==> config.mk <==
export PLATFORM = sky130hd
export DESIGN_NAME = im2col_patch_address_gen
export DESIGN_NICKNAME = d
export VERILOG_FILES = /design/src/sv/i2c_pkg.sv /design/src/sv/im2col_patch_address_gen.sv /design/src/sv/i2c_cfg_regs.sv /design/src/sv/i2c_datapath.sv /design/src/sv/i2c_ctrl.sv
export SDC_FILE = /design/constraint.sdc
export NUM_CORES = 1
export LEC_CHECK = 0
export BUFFER_PORTS_ARGS = -buffer_cell sky130_fd_sc_hd__buf_2
export CAP_MARGIN = 20
export CORE_MARGIN = 5
export CORE_UTILIZATION = 45
export CTS_BUF_LIST = sky130_fd_sc_hd__clkbuf_4
export CTS_CLUSTER_SIZE = 20
export DETAILED_ROUTE_END_ITERATION = 8
export GPL_TIMING_DRIVEN = 0
export MAX_ROUTING_LAYER = met4
export SYNTH_ARGS = -nofsm -noshare
export SYNTH_HDL_FRONTEND = slang
export SYNTH_SLANG_ARGS = --single-unit
==> constraint.sdc <==
create_clock -name clk -period 13 [get_ports clk]
set_clock_uncertainty 0.2 [all_clocks]
set_input_delay 0.65 -clock clk [delete_from_list [all_inputs] [get_ports clk]]
set_output_delay 0.65 -clock clk [all_outputs]
set_load 0.005 [all_outputs]
==> src/sv/i2c_pkg.sv <==
// shared types, widths, register codes and defaults for the im2col patch address generator
// no dependencies; imported by every module of the block
package i2c_pkg;

    // fixed field widths
    localparam int COORD_IN_W = 10;
    localparam int CHAN_W     = 10;
    localparam int ADDR_W     = 30;
    localparam int TAP_W      = 6;
    localparam int KDIM_W     = 4;
    localparam int PAD_W      = 3;
    localparam int STEP_W     = 4;
    localparam int DIM_W      = 11;
    localparam int BASE_W     = CHAN_W + DIM_W;
    localparam int COORD_W    = 16;

    // configuration port
    localparam int CFG_IDX_W  = 3;
    localparam int CFG_DATA_W = 11;

    // register indexes
    localparam logic [CFG_IDX_W-1:0] REG_KERNEL_HEIGHT = 3'd0;
    localparam logic [CFG_IDX_W-1:0] REG_KERNEL_WIDTH  = 3'd1;
    localparam logic [CFG_IDX_W-1:0] REG_PAD_ROWS      = 3'd2;
    localparam logic [CFG_IDX_W-1:0] REG_PAD_COLS      = 3'd3;
    localparam logic [CFG_IDX_W-1:0] REG_STRIDE_ROWS   = 3'd4;
    localparam logic [CFG_IDX_W-1:0] REG_STRIDE_COLS   = 3'd5;
    localparam logic [CFG_IDX_W-1:0] REG_SOURCE_ROWS   = 3'd6;
    localparam logic [CFG_IDX_W-1:0] REG_SOURCE_COLS   = 3'd7;

    // register reset values
    localparam logic [KDIM_W-1:0] RST_KERNEL_HEIGHT = 4'd3;
    localparam logic [KDIM_W-1:0] RST_KERNEL_WIDTH  = 4'd3;
    localparam logic [PAD_W-1:0]  RST_PAD_ROWS      = 3'd0;
    localparam logic [PAD_W-1:0]  RST_PAD_COLS      = 3'd0;
    localparam logic [STEP_W-1:0] RST_STRIDE_ROWS   = 4'd1;
    localparam logic [STEP_W-1:0] RST_STRIDE_COLS   = 4'd1;
    localparam logic [DIM_W-1:0]  RST_SOURCE_ROWS   = 11'd1024;
    localparam logic [DIM_W-1:0]  RST_SOURCE_COLS   = 11'd1024;

    // parameter defaults
    localparam int DEF_MAX_KERNEL   = 8;
    localparam int DEF_MAX_DIM      = 1024;
    localparam int DEF_MAX_CHANNELS = 1024;

    // configuration register contents
    typedef struct packed {
        logic [KDIM_W-1:0] kernel_height;
        logic [KDIM_W-1:0] kernel_width;
        logic [PAD_W-1:0]  pad_rows;
        logic [PAD_W-1:0]  pad_cols;
        logic [STEP_W-1:0] stride_rows;
        logic [STEP_W-1:0] stride_cols;
        logic [DIM_W-1:0]  source_rows;
        logic [DIM_W-1:0]  source_cols;
    } cfg_t;

    // controller to datapath commands
    typedef struct packed {
        logic load;
        logic setup;
        logic step;
    } cmd_t;

    // datapath to controller status
    typedef struct packed {
        logic last_tap;
    } sts_t;

endpackage

==> src/sv/im2col_patch_address_gen.sv <==
// top level of the im2col patch address generator
// depends on i2c_pkg, i2c_cfg_regs, i2c_ctrl, i2c_datapath
//
// usage:
//   input channel (in_valid / in_stall) carries one output position
//   (out_row, out_col) and a source channel per transaction
//   output channel (out_valid / out_stall) carries one transaction per kernel
//   tap, row-major over the window: source_address, is_padding, tap_index,
//   last (set on the final tap)
//   configuration is written through cfg_we / cfg_index / cfg_data while idle
// timing:
//   an item passes an idle accept state, a row-base multiply state, then one
//   tap per cycle from the walk counters while the output is not stalled;
//   the next item is taken while the final tap still waits
// reset:
//   registers return to a 3x3 kernel, no padding, stride 1, 1024x1024 source;
//   no transaction is in flight
// stall:
//   out_stall holds the current tap and freezes the walk
module im2col_patch_address_gen
    import i2c_pkg::*;
#(
    parameter int MAX_KERNEL   = DEF_MAX_KERNEL,
    parameter int MAX_DIM      = DEF_MAX_DIM,
    parameter int MAX_CHANNELS = DEF_MAX_CHANNELS
)
(
    input  logic                  clk,
    input  logic                  rst_n,
    input  logic                  in_valid,
    output logic                  in_stall,
    input  logic [COORD_IN_W-1:0] out_row,
    input  logic [COORD_IN_W-1:0] out_col,
    input  logic [CHAN_W-1:0]     channel,
    output logic                  out_valid,
    input  logic                  out_stall,
    output logic [ADDR_W-1:0]     source_address,
    output logic                  is_padding,
    output logic [TAP_W-1:0]      tap_index,
    output logic                  last,
    input  logic                  cfg_we,
    input  logic [CFG_IDX_W-1:0]  cfg_index,
    input  logic [CFG_DATA_W-1:0] cfg_data
);

    cfg_t cfg;
    cmd_t cmd;
    sts_t sts;

    // configuration registers
    i2c_cfg_regs u_cfg_regs
    (
        .clk       (clk),
        .rst_n     (rst_n),
        .cfg_we    (cfg_we),
        .cfg_index (cfg_index),
        .cfg_data  (cfg_data),
        .cfg       (cfg)
    );

    // sequencing
    i2c_ctrl u_ctrl
    (
        .clk       (clk),
        .rst_n     (rst_n),
        .in_valid  (in_valid),
        .in_stall  (in_stall),
        .out_valid (out_valid),
        .out_stall (out_stall),
        .cmd       (cmd),
        .sts       (sts)
    );

    // address arithmetic
    i2c_datapath #(
        .MAX_KERNEL   (MAX_KERNEL),
        .MAX_DIM      (MAX_DIM),
        .MAX_CHANNELS (MAX_CHANNELS)
    ) u_datapath
    (
        .clk            (clk),
        .cfg            (cfg),
        .cmd            (cmd),
        .sts            (sts),
        .out_row        (out_row),
        .out_col        (out_col),
        .channel        (channel),
        .source_address (source_address),
        .is_padding     (is_padding),
        .tap_index      (tap_index),
        .last           (last)
    );

endmodule

==> src/sv/i2c_cfg_regs.sv <==
// configuration register file of the im2col patch address generator
// depends on i2c_pkg
module i2c_cfg_regs
    import i2c_pkg::*;
(
    input  logic                  clk,
    input  logic                  rst_n,
    input  logic                  cfg_we,
    input  logic [CFG_IDX_W-1:0]  cfg_index,
    input  logic [CFG_DATA_W-1:0] cfg_data,
    output cfg_t                  cfg
);

    cfg_t cfg_reg;

    // register writes, one index per write
    always_ff @(posedge clk or negedge rst_n)
    begin
        if (!rst_n)
        begin
            cfg_reg.kernel_height <= RST_KERNEL_HEIGHT;
            cfg_reg.kernel_width  <= RST_KERNEL_WIDTH;
            cfg_reg.pad_rows      <= RST_PAD_ROWS;
            cfg_reg.pad_cols      <= RST_PAD_COLS;
            cfg_reg.stride_rows   <= RST_STRIDE_ROWS;
            cfg_reg.stride_cols   <= RST_STRIDE_COLS;
            cfg_reg.source_rows   <= RST_SOURCE_ROWS;
            cfg_reg.source_cols   <= RST_SOURCE_COLS;
        end
        else if (cfg_we)
        begin
            unique case (cfg_index)
                REG_KERNEL_HEIGHT: cfg_reg.kernel_height <= cfg_data[KDIM_W-1:0];
                REG_KERNEL_WIDTH:  cfg_reg.kernel_width  <= cfg_data[KDIM_W-1:0];
                REG_PAD_ROWS:      cfg_reg.pad_rows      <= cfg_data[PAD_W-1:0];
                REG_PAD_COLS:      cfg_reg.pad_cols      <= cfg_data[PAD_W-1:0];
                REG_STRIDE_ROWS:   cfg_reg.stride_rows   <= cfg_data[STEP_W-1:0];
                REG_STRIDE_COLS:   cfg_reg.stride_cols   <= cfg_data[STEP_W-1:0];
                REG_SOURCE_ROWS:   cfg_reg.source_rows   <= cfg_data[DIM_W-1:0];
                REG_SOURCE_COLS:   cfg_reg.source_cols   <= cfg_data[DIM_W-1:0];
                default:           cfg_reg <= cfg_reg;
            endcase
        end
    end

    assign cfg = cfg_reg;

endmodule

==> src/sv/i2c_datapath.sv <==
// datapath: window origin, channel base, row base and per-tap address walk
// depends on i2c_pkg; driven by i2c_ctrl commands
module i2c_datapath
    import i2c_pkg::*;
#(
    parameter int MAX_KERNEL   = DEF_MAX_KERNEL,
    parameter int MAX_DIM      = DEF_MAX_DIM,
    parameter int MAX_CHANNELS = DEF_MAX_CHANNELS
)
(
    input  logic                  clk,
    input  cfg_t                  cfg,
    input  cmd_t                  cmd,
    output sts_t                  sts,
    input  logic [COORD_IN_W-1:0] out_row,
    input  logic [COORD_IN_W-1:0] out_col,
    input  logic [CHAN_W-1:0]     channel,
    output logic [ADDR_W-1:0]     source_address,
    output logic                  is_padding,
    output logic [TAP_W-1:0]      tap_index,
    output logic                  last
);

    localparam int KCNT_W = (MAX_KERNEL > 1) ? $clog2(MAX_KERNEL) : 1;
    localparam int PROD_W = ADDR_W + DIM_W;
    localparam int ROWS_W = BASE_W + 2;

    logic [KDIM_W-1:0] kh_eff;
    logic [KDIM_W-1:0] kw_eff;
    logic [DIM_W-1:0]  rows_eff;
    logic [DIM_W-1:0]  cols_eff;

    logic [COORD_IN_W+STEP_W-1:0] y_prod;
    logic [COORD_IN_W+STEP_W-1:0] x_prod;
    logic signed [COORD_W-1:0]    y0_next;
    logic signed [COORD_W-1:0]    x0_next;
    logic [BASE_W-1:0]            base_next;
    logic                         chan_ok_next;

    logic signed [COORD_W-1:0] y0_reg;
    logic signed [COORD_W-1:0] x0_reg;
    logic [BASE_W-1:0]         base_reg;
    logic                      chan_ok_reg;

    logic signed [ROWS_W-1:0] row_start;
    logic [ADDR_W-1:0]        row_start_ext;
    logic [PROD_W-1:0]        row_prod;

    logic [ADDR_W-1:0]         row_base_reg;
    logic signed [COORD_W-1:0] y_reg;
    logic signed [COORD_W-1:0] x_reg;
    logic [KCNT_W-1:0]         ky_reg;
    logic [KCNT_W-1:0]         kx_reg;
    logic [TAP_W-1:0]          tap_reg;

    logic                kx_end;
    logic                ky_end;
    logic                in_plane;
    logic [ADDR_W-1:0]   tap_addr;

    logic [ADDR_W-1:0] source_address_reg;
    logic              is_padding_reg;
    logic [TAP_W-1:0]  tap_index_reg;
    logic              last_reg;

    // clamp kernel sizes and source sizes to the supported range
    always_comb
    begin
        priority if (cfg.kernel_height == '0)
            kh_eff = KDIM_W'(1);
        else if (int'(cfg.kernel_height) > MAX_KERNEL)
            kh_eff = KDIM_W'(MAX_KERNEL);
        else
            kh_eff = cfg.kernel_height;

        priority if (cfg.kernel_width == '0)
            kw_eff = KDIM_W'(1);
        else if (int'(cfg.kernel_width) > MAX_KERNEL)
            kw_eff = KDIM_W'(MAX_KERNEL);
        else
            kw_eff = cfg.kernel_width;

        rows_eff = (int'(cfg.source_rows) > MAX_DIM) ? DIM_W'(MAX_DIM) : cfg.source_rows;
        cols_eff = (int'(cfg.source_cols) > MAX_DIM) ? DIM_W'(MAX_DIM) : cfg.source_cols;
    end

    // window origin and channel plane base from the incoming transaction
    always_comb
    begin
        y_prod       = (COORD_IN_W+STEP_W)'(out_row) * (COORD_IN_W+STEP_W)'(cfg.stride_rows);
        x_prod       = (COORD_IN_W+STEP_W)'(out_col) * (COORD_IN_W+STEP_W)'(cfg.stride_cols);
        y0_next      = signed'(COORD_W'(y_prod)) - signed'(COORD_W'(cfg.pad_rows));
        x0_next      = signed'(COORD_W'(x_prod)) - signed'(COORD_W'(cfg.pad_cols));
        base_next    = BASE_W'(channel) * BASE_W'(rows_eff);
        chan_ok_next = int'(channel) < MAX_CHANNELS;
    end

    // address of the first window row, modulo the address width
    always_comb
    begin
        row_start     = signed'(ROWS_W'(base_reg)) + ROWS_W'(y0_reg);
        row_start_ext = ADDR_W'(row_start);
        row_prod      = PROD_W'(row_start_ext) * PROD_W'(cols_eff);
    end

    // current tap
    always_comb
    begin
        kx_end   = kx_reg == KCNT_W'(kw_eff - KDIM_W'(1));
        ky_end   = ky_reg == KCNT_W'(kh_eff - KDIM_W'(1));
        in_plane = chan_ok_reg
                   && !y_reg[COORD_W-1] && (y_reg < signed'(COORD_W'(rows_eff)))
                   && !x_reg[COORD_W-1] && (x_reg < signed'(COORD_W'(cols_eff)));
        tap_addr = row_base_reg + ADDR_W'(x_reg);
    end

    // per transaction setup and window walk
    always_ff @(posedge clk)
    begin
        if (cmd.load)
        begin
            y0_reg      <= y0_next;
            x0_reg      <= x0_next;
            base_reg    <= base_next;
            chan_ok_reg <= chan_ok_next;
        end
        if (cmd.setup)
        begin
            row_base_reg <= row_prod[ADDR_W-1:0];
            y_reg        <= y0_reg;
            x_reg        <= x0_reg;
            ky_reg       <= '0;
            kx_reg       <= '0;
            tap_reg      <= '0;
        end
        else if (cmd.step)
        begin
            tap_reg <= tap_reg + TAP_W'(1);
            if (kx_end)
            begin
                kx_reg       <= '0;
                x_reg        <= x0_reg;
                ky_reg       <= ky_reg + KCNT_W'(1);
                y_reg        <= y_reg + COORD_W'(1);
                row_base_reg <= row_base_reg + ADDR_W'(cols_eff);
            end
            else
            begin
                kx_reg <= kx_reg + KCNT_W'(1);
                x_reg  <= x_reg + COORD_W'(1);
            end
        end
    end

    // output payload register, loaded only when the slot is free
    always_ff @(posedge clk)
    begin
        if (cmd.step)
        begin
            source_address_reg <= in_plane ? tap_addr : '0;
            is_padding_reg     <= !in_plane;
            tap_index_reg      <= tap_reg;
            last_reg           <= kx_end && ky_end;
        end
    end

    assign sts.last_tap    = kx_end && ky_end;
    assign source_address  = source_address_reg;
    assign is_padding      = is_padding_reg;
    assign tap_index       = tap_index_reg;
    assign last            = last_reg;

endmodule

==> src/sv/i2c_ctrl.sv <==
// controller: accepts a transaction, sequences setup and the tap walk, owns out_valid
// depends on i2c_pkg; commands i2c_datapath
module i2c_ctrl
    import i2c_pkg::*;
(
    input  logic clk,
    input  logic rst_n,
    input  logic in_valid,
    output logic in_stall,
    output logic out_valid,
    input  logic out_stall,
    output cmd_t cmd,
    input  sts_t sts
);

    localparam logic [1:0] ST_IDLE  = 2'd0;
    localparam logic [1:0] ST_SETUP = 2'd1;
    localparam logic [1:0] ST_EMIT  = 2'd2;

    logic [1:0] state_reg;
    logic [1:0] state_next;
    logic       out_valid_reg;
    logic       out_valid_next;
    logic       accept;
    logic       out_free;

    // handshake decode
    assign in_stall = state_reg != ST_IDLE;
    assign accept   = in_valid && !in_stall;
    assign out_free = !out_valid_reg || !out_stall;

    // commands
    always_comb
    begin
        cmd.load  = accept;
        cmd.setup = state_reg == ST_SETUP;
        cmd.step  = (state_reg == ST_EMIT) && out_free;
    end

    // next state
    always_comb
    begin
        state_next = state_reg;
        unique case (state_reg)
            ST_IDLE:
            begin
                if (accept)
                    state_next = ST_SETUP;
            end
            ST_SETUP:
            begin
                state_next = ST_EMIT;
            end
            ST_EMIT:
            begin
                if (cmd.step && sts.last_tap)
                    state_next = ST_IDLE;
            end
            default:
            begin
                state_next = ST_IDLE;
            end
        endcase
    end

    // output valid: set on a step, cleared when taken
    always_comb
    begin
        priority if (cmd.step)
            out_valid_next = 1'b1;
        else if (!out_stall)
            out_valid_next = 1'b0;
        else
            out_valid_next = out_valid_reg;
    end

    always_ff @(posedge clk or negedge rst_n)
    begin
        if (!rst_n)
        begin
            state_reg     <= ST_IDLE;
            out_valid_reg <= 1'b0;
        end
        else
        begin
            state_reg     <= state_next;
            out_valid_reg <= out_valid_next;
        end
    end

    assign out_valid = out_valid_reg;

    // checks
    a_accept_to_setup: assert property (@(posedge clk) disable iff (!rst_n)
        accept |=> state_reg == ST_SETUP)
        else $error("accepted transaction did not enter setup");

    a_setup_to_emit: assert property (@(posedge clk) disable iff (!rst_n)
        state_reg == ST_SETUP |=> state_reg == ST_EMIT)
        else $error("setup did not lead to the tap walk");

    a_last_to_idle: assert property (@(posedge clk) disable iff (!rst_n)
        (cmd.step && sts.last_tap) |=> (state_reg == ST_IDLE && out_valid_reg))
        else $error("final tap did not return to idle with a result held");

    a_step_fills: assert property (@(posedge clk) disable iff (!rst_n)
        (out_valid_reg && out_stall) |-> !cmd.step)
        else $error("step overwrote a stalled result");

endmodule
==> results of run 1 <==
-- tightest hold or removal path, delay by kind of cell --
kind | cells | cell delay (ns)
buffers and inverters | 1 | 0.21
AND/OR/NAND/NOR | 1 | 0.09
AO/OA/AOI/OAI | 1 | 0.08
-- cells by family after synthesis --
family	after synthesis	share of synthesized area, %
AO/OA/AOI/OAI	365	8.94
XOR/XNOR	192	6.51
adder cells (fa/ha/maj)	562	35.9
buffers and inverters	494	7.16
flip-flops	210	22.9
multiplexers	51	2.17
AND/OR/NAND/NOR	893	16.5
-- path summary, 6_finish.rpt --
check / startpoint / endpoint / slack (ns)
max in group asynchronous: rst_n / u_cfg_regs.cfg[10] / 11.73
worst max-delay path: u_datapath.y0_reg[0] / u_datapath.row_base_reg[29] / 3.07
min in group asynchronous: rst_n / u_cfg_regs.cfg[25] / 0.20
worst max register to register: u_datapath.y0_reg[0] / u_datapath.row_base_reg[29] / 3.07
worst min register to register: u_datapath.tap_reg[5] / u_datapath.tap_index[5] / 0.26
worst min-delay path: cfg_data[2] / u_cfg_regs.cfg[35] / 0.1
-- layout make-up --
cell class              count  area, µm²
diodes                      6       15.0
fillers                  5540      29000
plain buffers              89        344
multi-input cells        2063      18200
clock inverters            21        138
inverters                 405       1520
clock buffers              87        653
well taps                 765        957
repair buffers            103        616
flip-flops and latches    210       5960
-- synth_stat cells (8+ instances only) --
library cell  count  share of area [%]
and2_1          147                3.5
or3_1            13               0.31
a31oi_1          12               0.29
and3_1           31               0.74
xnor2_1         132                4.4
nand2_1         295                4.3
nor2b_1          38               0.91
ha_1            254                 12
nand3_1          51               0.98
dfstp_2           8               0.81
xor2_1           59                2.0
nor3b_1           8               0.23
nand2b_1         28               0.67
dfxtp_1          12               0.92
clkbuf_1         83                1.2
o21bai_1         29               0.84
dfrtp_1          39                3.7
inv_1           402                5.8
o21a_1           17               0.49
nand4_1          13               0.31
nor2_1          194                2.8
o21ai_0          51               0.98
a211oi_1          8               0.23
mux2_2           44                1.9
fa_1            308                 24
o21ai_1          30               0.58
nor3_1           44               0.85
a21oi_1         119                2.3
edfxtp_1        151                 17
a21o_1           42                1.2
-- cells in the final DEF, fill, tap and decap left out, types with 6 or more instances in the layout --
cell type,instances
nand3_1,51
nor2b_1,38
nand2b_1,28
clkbuf_4,87
a21oi_1,119
o21a_1,17
mux2i_1,7
diode_2,6
xnor2_1,132
nor3b_1,8
inv_1,402
edfxtp_1,151
and2_1,147
clkinv_1,18
o21ai_0,51
ha_1,254
and3_1,31
o21bai_1,29
clkbuf_1,83
nor2_1,193
dfrtp_1,39
nor3_1,44
buf_2,90
or2_2,7
nand2_1,294
or3_1,13
a21o_1,42
dlygate4sd3_1,10
o21ai_1,30
fa_1,308
nand4_1,13
dfstp_2,8
a31oi_1,12
nor4_1,7
xor2_1,59
dfxtp_1,12
a31o_2,6
a211oi_1,8
mux2_2,44
-- routing by layer --
metal	vias up	global-route usage [%]
li1	9408	-
met1	9538	27.8
met2	486	36.2
met3	97	2.97
met4	0	7.20
met5	-	-
-- metrics by stage --
step / instance area, µm² / util (%) / instances
CTS: 28400 / 49.4 / 3742
detailed placement: 27500 / 47.9 / 3624
global route: 28400 / 49.5 / 3748
global placement: 27400 / 47.8 / 3620
finish: 28400 / 49.5 / 3749
floorplan: 26000 / - / 2767
==> impl_metrics.env, run 1 <==
export IMPL_outcome="completed"
export IMPL_coreArea_um2=57500
export IMPL_largest_register_ff_count=44
export IMPL_gr_total_overflow=0
export IMPL_cp_slowest_stage_delay_ns=0.56
export IMPL_crit_required_ns=13.32
export IMPL_yosysSeqAreaShare_pct=22.9
export IMPL_worstSetupPathDepth=30
export IMPL_final_layout_size_suffix_gt1_share_pct=8.90
export IMPL_hp_class="in -> reg"
export IMPL_end_kind="register"
export IMPL_synth_cell_types=78
export IMPL_insertion_delay_ns=0.78
export IMPL_syn_avg_cell_area_um2=9.41
export IMPL_hold_violations=0
export IMPL_setup_slack_ns=3.07
export IMPL_grt_pass1_wl_mm=108
export IMPL_synth_seq_cells=210
export IMPL_async_reset_ff_share_pct=22.4
export IMPL_maxSlewHeadroom_pct=35.7
export IMPL_area_growth_pct=9.17
export IMPL_min_period_over_period_pct=76.4
export IMPL_cts_buffers=57
export IMPL_max_freq_mhz=101
export IMPL_synthCells=2767
export IMPL_maxCapViolations=0
export IMPL_dieArea_um2=62800
export IMPL_dr_wl_met3_mm=3.21
export IMPL_post_dp_hpwl_mm=54.5
export IMPL_die_y_um=251
export IMPL_min_path_cells=3
export IMPL_met2_length_mm=31.7
export IMPL_num_vias=19500
export IMPL_post_cts_buffers=0
export IMPL_ys_warn_count=0
export IMPL_ant_nets=0
export IMPL_cp_max_fo=7
export IMPL_synth_edf_count=151
export IMPL_cts_resized=0
export IMPL_reg2reg_depth=30
export IMPL_cp_start_kind="register"
export IMPL_slowest_stage="nor4b_1"
export IMPL_crit_top_cell="fa_1"
export IMPL_cts_root_buf="clkbuf_4"
export IMPL_syn_num_nets=3378
export IMPL_die_w_um=251
export IMPL_drv_slew=0
export IMPL_viasPerCell=5.21
export IMPL_netlist_area_um2=26000
export IMPL_tightest_slew_ns=0.958
export IMPL_drc=0
export IMPL_pin_count=89
export IMPL_grt_use_total_pct=21.8
export IMPL_rsz0062_at_grt="false"
export IMPL_start_util_pct=45.3
export IMPL_cts_buffer_depth=3
export IMPL_holdBufCountCts=10
export IMPL_drt_pass1_iterations=7
export IMPL_avgRoutedWirePerCell_um=17.7
export IMPL_synth_flop_cell="edfxtp_1"
export IMPL_rows=88
export IMPL_final_nets=3540
export IMPL_drt_total_wl_mm=66.4
export IMPL_whs_ns=0.0954
export IMPL_drt_first_iter_violations=980
export IMPL_clock_sinks=210
export IMPL_cp_top_family="adder cells"
export IMPL_critPathKind="reg -> reg"
export IMPL_setup_tns_ns=0
export IMPL_cts_htree_levels=2
export IMPL_finalSetupViolCount=0
export IMPL_grt_max_degree=48
export IMPL_cts_tree="yes"
export IMPL_arrival_ns=10.25
export IMPL_pre_cts_ws_ns=3.11
export IMPL_port_buffers=88
export IMPL_gp_congestion=0.949
export IMPL_grt_pass1_vias=20500
export IMPL_fin_crit_ns=9.93
export IMPL_wl_met1_mm=29.2
export IMPL_clkSlewWorstSetupHoldPaths_ns=0.07
export IMPL_antenna_found_initial=3
export IMPL_path_buf_inv=3
export IMPL_highest_layer="met4"
Power of run 1 is left out: the tool's default activity adds up to more than one toggle a clock period on the data nets, which glitch-free logic cannot reach.
==> inputs of run 2 (changes only) <==
ABC_AREA = 1   (was default)
clock period = 9.1 ns   (was 13 ns; I/O delays follow)
==> impl_metrics.env, run 2 <==
export IMPL_gp_congestion=0.910
export IMPL_synth_flop_cell="edfxtp_1"
export IMPL_cts_htree_levels=3
export IMPL_area_growth_pct=9.87
export IMPL_cts_buffer_depth=3
export IMPL_ys_warn_count=0
export IMPL_maxCapViolations=0
export IMPL_dieArea_um2=64200
export IMPL_netlist_area_um2=26600
export IMPL_whs_ns=0.106
export IMPL_rsz0062_at_grt="false"
export IMPL_r2r_setup_slack_ns=0.83
export IMPL_gr_total_overflow=0
export IMPL_min_period_over_period_pct=90.9
export IMPL_clkSlewWorstSetupHoldPaths_ns=0.06
export IMPL_drt_first_iter_violations=1209
export IMPL_largest_register_ff_count=44
export IMPL_final_nets=4101
export IMPL_hold_violations=0
export IMPL_pin_count=89
export IMPL_crit_required_ns=9.36
export IMPL_cp_top_family="adder cells"
export IMPL_num_vias=21500
export IMPL_antenna_found_initial=2
export IMPL_synth_most_common_cell="nand2_1"
export IMPL_arrival_ns=8.52
export IMPL_tightest_slew_ns=1.09
export IMPL_drv_slew=0
export IMPL_clock_sinks=210
export IMPL_synthTopCellsByArea="fa_1, edfxtp_1, ha_1, nand2_1, inv_1"
export IMPL_crit_chain="clkbuf_1 -> nor2_1 -> clkinv_1 -> clkbuf_1 -> nor2_1 -> fa_1 -> fa_1 -> fa_1 -> fa_1 -> inv_1 -> fa_1 -> inv_1 -> ha_1 -> nand2_1 -> nor4_1 -> nand4_1 -> nand3_1 -> nand3_1 -> nand2_1 -> a31oi_1 -> xor2_1 -> o21ai_0"
export IMPL_r2r_end="u_datapath.row_base_reg[27]"
export IMPL_reg2reg_depth=22
export IMPL_yosys_top_cells_count="nand2_1, inv_1, nor2_1"
export IMPL_cts_tree="yes"
export IMPL_ant_nets=0
export IMPL_grt_use_total_pct=22.4
export IMPL_min_from="out_col[9]"
export IMPL_synth_seq_cells=210
export IMPL_coreArea_um2=58800
export IMPL_final_common_cell="nand2_1"
export IMPL_synth_top_area_share_pct=23.1
export IMPL_finalSetupViolCount=0
export IMPL_grt_max_degree=35
export IMPL_rows=89
export IMPL_avgRoutedWirePerCell_um=16.0
export IMPL_die_y_um=253
export IMPL_grt_pass1_wl_mm=112
export IMPL_setup_tns_ns=0
export IMPL_syn_avg_cell_area_um2=8.06
export IMPL_yosysSeqAreaShare_pct=22.4
export IMPL_cp_slowest_stage_delay_ns=0.91
export IMPL_port_buffers=82
export IMPL_crit_top_cell="fa_1"
export IMPL_hp_class="in -> reg"
export IMPL_r2r_start="u_cfg_regs.cfg[10]"
export IMPL_die_w_um=253
export IMPL_insertion_delay_ns=0.79
export IMPL_crit_start="u_cfg_regs.cfg[10]"
export IMPL_async_reset_ff_share_pct=22.4
export IMPL_yosys_area_top_type="fa_1"
export IMPL_maxSlewHeadroom_pct=26.8
export IMPL_drc=0
export IMPL_post_dp_hpwl_mm=56.9
export IMPL_fillCellCount=5925
export IMPL_min_path_cells=4
export IMPL_max_freq_mhz=121
export IMPL_synth_cell_types=63
export IMPL_grt_pass1_vias=21500
export IMPL_cts_buffers=66
export IMPL_outcome="completed"
export IMPL_hold_end="u_datapath.x0_reg[14]"
export IMPL_critPathKind="reg -> reg"
export IMPL_slowest_stage="nor2_1"
export IMPL_syn_num_nets=3916
export IMPL_path_buf_inv=5
export IMPL_viasPerCell=4.98
export IMPL_drt_total_wl_mm=69.0
export IMPL_end_kind="register"
export IMPL_start_util_pct=45.3
export IMPL_final_cell_mix="nand2_1, inv_1, nor2_1"
export IMPL_fin_crit_ns=8.27
export IMPL_synth_edf_count=151
export IMPL_cp_max_fo=10
export IMPL_cts_root_buf="clkbuf_4"
export IMPL_synthCells=3305
export IMPL_final_layout_size_suffix_gt1_share_pct=8.05
export IMPL_cp_start_kind="register"
export IMPL_drt_pass1_iterations=5
## run 2: changes by cell type after synthesis, sizes merged, moves of 57 or more
cell,delta
and2,-144
nor2,+162
inv,+268
a21oi,+61
xnor2,-93
o21ai,+57
nand2,+443
## run 2: per-stage QoR
step / cell area [µm²] / cells / setup slack (ns) / util, %
global route: 29300 / 4317 / 0.376 / 49.8
floorplan: 26600 / 3305 / 2.40 / -
CTS: 29300 / 4315 / 0.813 / 49.8
detailed placement: 28100 / 4165 / 0.913 / 47.8
global placement: 28000 / 4160 / 0.878 / 47.7
finish: 29300 / 4317 / 0.833 / 49.8
## run 2: cell families (layout without fill, tap and decap cells)
group / count (synthesis) / in the layout / share of synthesized area (%)
buf+inv: 735 / 972 / 10.4
xor+xnor: 122 / 122 / 4.01
mux: 3 / 3 / 0.117
compound gates: 400 / 400 / 8.31
other cells: 0 / 2 / 0
flops: 210 / 210 / 22.4
fa+ha+maj: 562 / 562 / 35.1
simple gates: 1273 / 1273 / 19.7
## run 2: repair_timing
| action | CTS | global route |
|---|---|---|
| buffers inserted | 0 | 0 |
| hold buffers | 30 | 0 |
| hold endpoints to repair | 116 | 0 |
| resized for setup | 0 | 0 |
## run 2: area by class of cell
cell class              count  area, µm²  share of cell area (%)
flip-flops and latches    210       5960                    20.4
diodes                      2       5.00                  0.0171
multi-input cells        2360      17900                    61.2
inverters                 683       2560                    8.76
well taps                 773        967                    3.30
clock inverters            24        125                   0.427
plain buffers              52        211                   0.722
clock buffers              96        721                    2.46
repair buffers            117        802                    2.74
## run 2: worst max path at each step
| stage | endpoint | slack [ns] | cells past startpoint |
|---|---|---|---|
| CTS | u_datapath.row_base_reg[27] | 0.81 | 25 |
| global route | u_datapath.row_base_reg[27] | 0.38 | 26 |
| finish | u_datapath.row_base_reg[27] | 0.83 | 22 |
| floorplan | u_datapath.row_base_reg[22] | 2.40 | 28 |
| global placement | u_datapath.row_base_reg[27] | 0.88 | 25 |
| detailed placement | u_datapath.row_base_reg[27] | 0.91 | 27 |
## run 2: per-layer routing
layer | track usage, % | vias to the layer above | routed length, µm
met3 | 3.39 | 115 | 3470
li1 | - | 10800 | -
met5 | - | - | 0
met2 | 36.2 | 521 | 32300
met1 | 29.1 | 10100 | 31100
met4 | 7.13 | 0 | 2160
## run 2: tightest hold or removal path, stage by stage
cell and delay (ns):
buf_2 0.12, nand2_1 0.07, ha_1 0.18, xnor2_1 0.12
Power of run 2 is left out for the same reason.
==> inputs of run 3 (changes only) <==
ABC_AREA = default   (was 1)
==> impl_metrics.env, run 3 (synthesized netlist as in run 1, its figures left out) <==
export IMPL_outcome="completed"
export IMPL_r2r_end="u_datapath.row_base_reg[29]"
export IMPL_num_vias=19700
export IMPL_r2r_start="u_datapath.y0_reg[7]"
export IMPL_max_freq_mhz=114
export IMPL_ant_nets=0
export IMPL_cts_tree="yes"
export IMPL_avgRoutedWirePerCell_um=17.7
export IMPL_drt_total_wl_mm=67.0
export IMPL_die_w_um=251
export IMPL_die_y_um=251
export IMPL_insertion_delay_ns=0.79
export IMPL_critPathKind="reg -> reg"
export IMPL_pre_cts_ws_ns=-0.791
export IMPL_drc=0
export IMPL_dp_cells=3624
export IMPL_reg2reg_depth=28
export IMPL_crit_required_ns=9.42
export IMPL_hold_end="u_datapath.y0_reg[1]"
export IMPL_cts_buffers=57
export IMPL_final_common_cell="inv_1"
export IMPL_cp_max_fo=7
export IMPL_grt_max_degree=48
export IMPL_cp_start_kind="register"
export IMPL_hp_class="in -> reg"
export IMPL_gr_total_overflow=0
export IMPL_drt_pass1_iterations=5
export IMPL_crit_top_cell="fa_1"
export IMPL_hold_violations=0
export IMPL_gp_congestion=0.949
export IMPL_min_period_over_period_pct=96.6
export IMPL_arrival_ns=9.11
export IMPL_rows=88
export IMPL_clock_sinks=210
export IMPL_pin_count=89
export IMPL_cts_htree_levels=2
export IMPL_largest_register_ff_count=44
export IMPL_slowest_stage="fa_1"
export IMPL_cts_buffer_depth=3
export IMPL_maxCapViolations=0
export IMPL_fin_crit_ns=8.79
export IMPL_dieArea_um2=62800
export IMPL_area_growth_pct=10.7
export IMPL_post_dp_hpwl_mm=54.5
export IMPL_drv_slew=0
export IMPL_maxSlewHeadroom_pct=34.0
export IMPL_final_cells=3776
export IMPL_cp_slowest_stage_delay_ns=0.54
export IMPL_antenna_found_initial=3
export IMPL_grt_pass1_vias=20700
export IMPL_min_from="out_row[1]"
export IMPL_final_layout_size_suffix_gt1_share_pct=9.72
export IMPL_final_nets=3567
export IMPL_grt_use_total_pct=21.9
export IMPL_port_buffers=88
export IMPL_setup_tns_ns=0
export IMPL_grt_pass1_wl_mm=108
export IMPL_cp_top_family="adder cells"
export IMPL_tightest_slew_ns=0.982
export IMPL_path_buf_inv=2
export IMPL_coreArea_um2=57500
export IMPL_start_util_pct=45.3
export IMPL_finalSetupViolCount=0
export IMPL_drt_first_iter_violations=981
export IMPL_cts_root_buf="clkbuf_4"
export IMPL_final_cell_mix="inv_1, fa_1, nand2_1"
export IMPL_setup_slack_ns=0.312
export IMPL_min_path_cells=4
export IMPL_clkSlewWorstSetupHoldPaths_ns=0.06
export IMPL_viasPerCell=5.21
export IMPL_r2r_setup_slack_ns=0.31
export IMPL_end_kind="register"
-- run 3: per-stage QoR --
stage / hold slack (ns) / area, µm² / util [%]
global placement: 0.234 / 27400 / 47.8
global route: 0.0331 / 28800 / 50.2
floorplan: -0.0406 / 26000 / -
CTS: 0.0178 / 28700 / 49.9
detailed placement: 0.245 / 27500 / 47.9
finish: 0.0929 / 28800 / 50.2
-- run 3: worst max path at each step --
stage / startpoint / end / slack (ns) / cells past startpoint
5_1_grt: u_datapath.y0_reg[0] / u_datapath.row_base_reg[29] / -0.007 / 30
6_report: u_datapath.y0_reg[7] / u_datapath.row_base_reg[29] / 0.31 / 28
3_5_place_dp: u_datapath.y0_reg[0] / u_datapath.row_base_reg[29] / -0.79 / 27
4_1_cts: u_datapath.y0_reg[0] / u_datapath.row_base_reg[29] / 0.02 / 31
3_3_place_gp: u_datapath.y0_reg[0] / u_datapath.row_base_reg[29] / -0.73 / 30
2_1_floorplan: u_datapath.y0_reg[0] / u_datapath.row_base_reg[29] / 0.92 / 30
-- run 3: layout make-up --
| type | count | area, µm² |
|---|---|---|
| diodes | 6 | 15.0 |
| plain buffers | 88 | 342 |
| clock buffers | 87 | 653 |
| clock inverters | 21 | 138 |
| fillers | 5497 | 28600 |
| inverters | 405 | 1520 |
| multi-input cells | 2063 | 18400 |
| flip-flops and latches | 210 | 5960 |
| well taps | 765 | 957 |
| repair buffers | 131 | 876 |
-- run 3: metal layers --
metal | part of all wire, % | vias up | global-route usage (%) | wire [µm]
li1 | - | 9460 | - | -
met1 | 44 | 9650 | 27.9 | 29700
met2 | 48 | 459 | 36.4 | 32100
met3 | 4.4 | 105 | 2.98 | 2940
met4 | 3.5 | 0 | 7.16 | 2320
met5 | 0 | - | - | 0
-- run 3: timing repair --
action | in CTS | in global routing
hold buffers | 30 | 0
endpoints found under the setup margin | 2 | 5
hold endpoints to repair | 108 | 0
buffers inserted | 1 | 7
pin swaps | 1 | 7
resized for setup | 9 | 18
-- run 3: worst register-to-register path: cells and delay by family (launching register included) --
kind                     cells  cell delay, ns
multiplexers                 1            0.09
adder cells (fa/ha/maj)      7            3.31
AND/OR/NAND/NOR              6            1.56
AO/OA/AOI/OAI               10            2.28
buffers and inverters        2            0.09
XOR/XNOR                     2            0.53
flip-flops                   1            0.46
Power of run 3 is left out for the same reason.
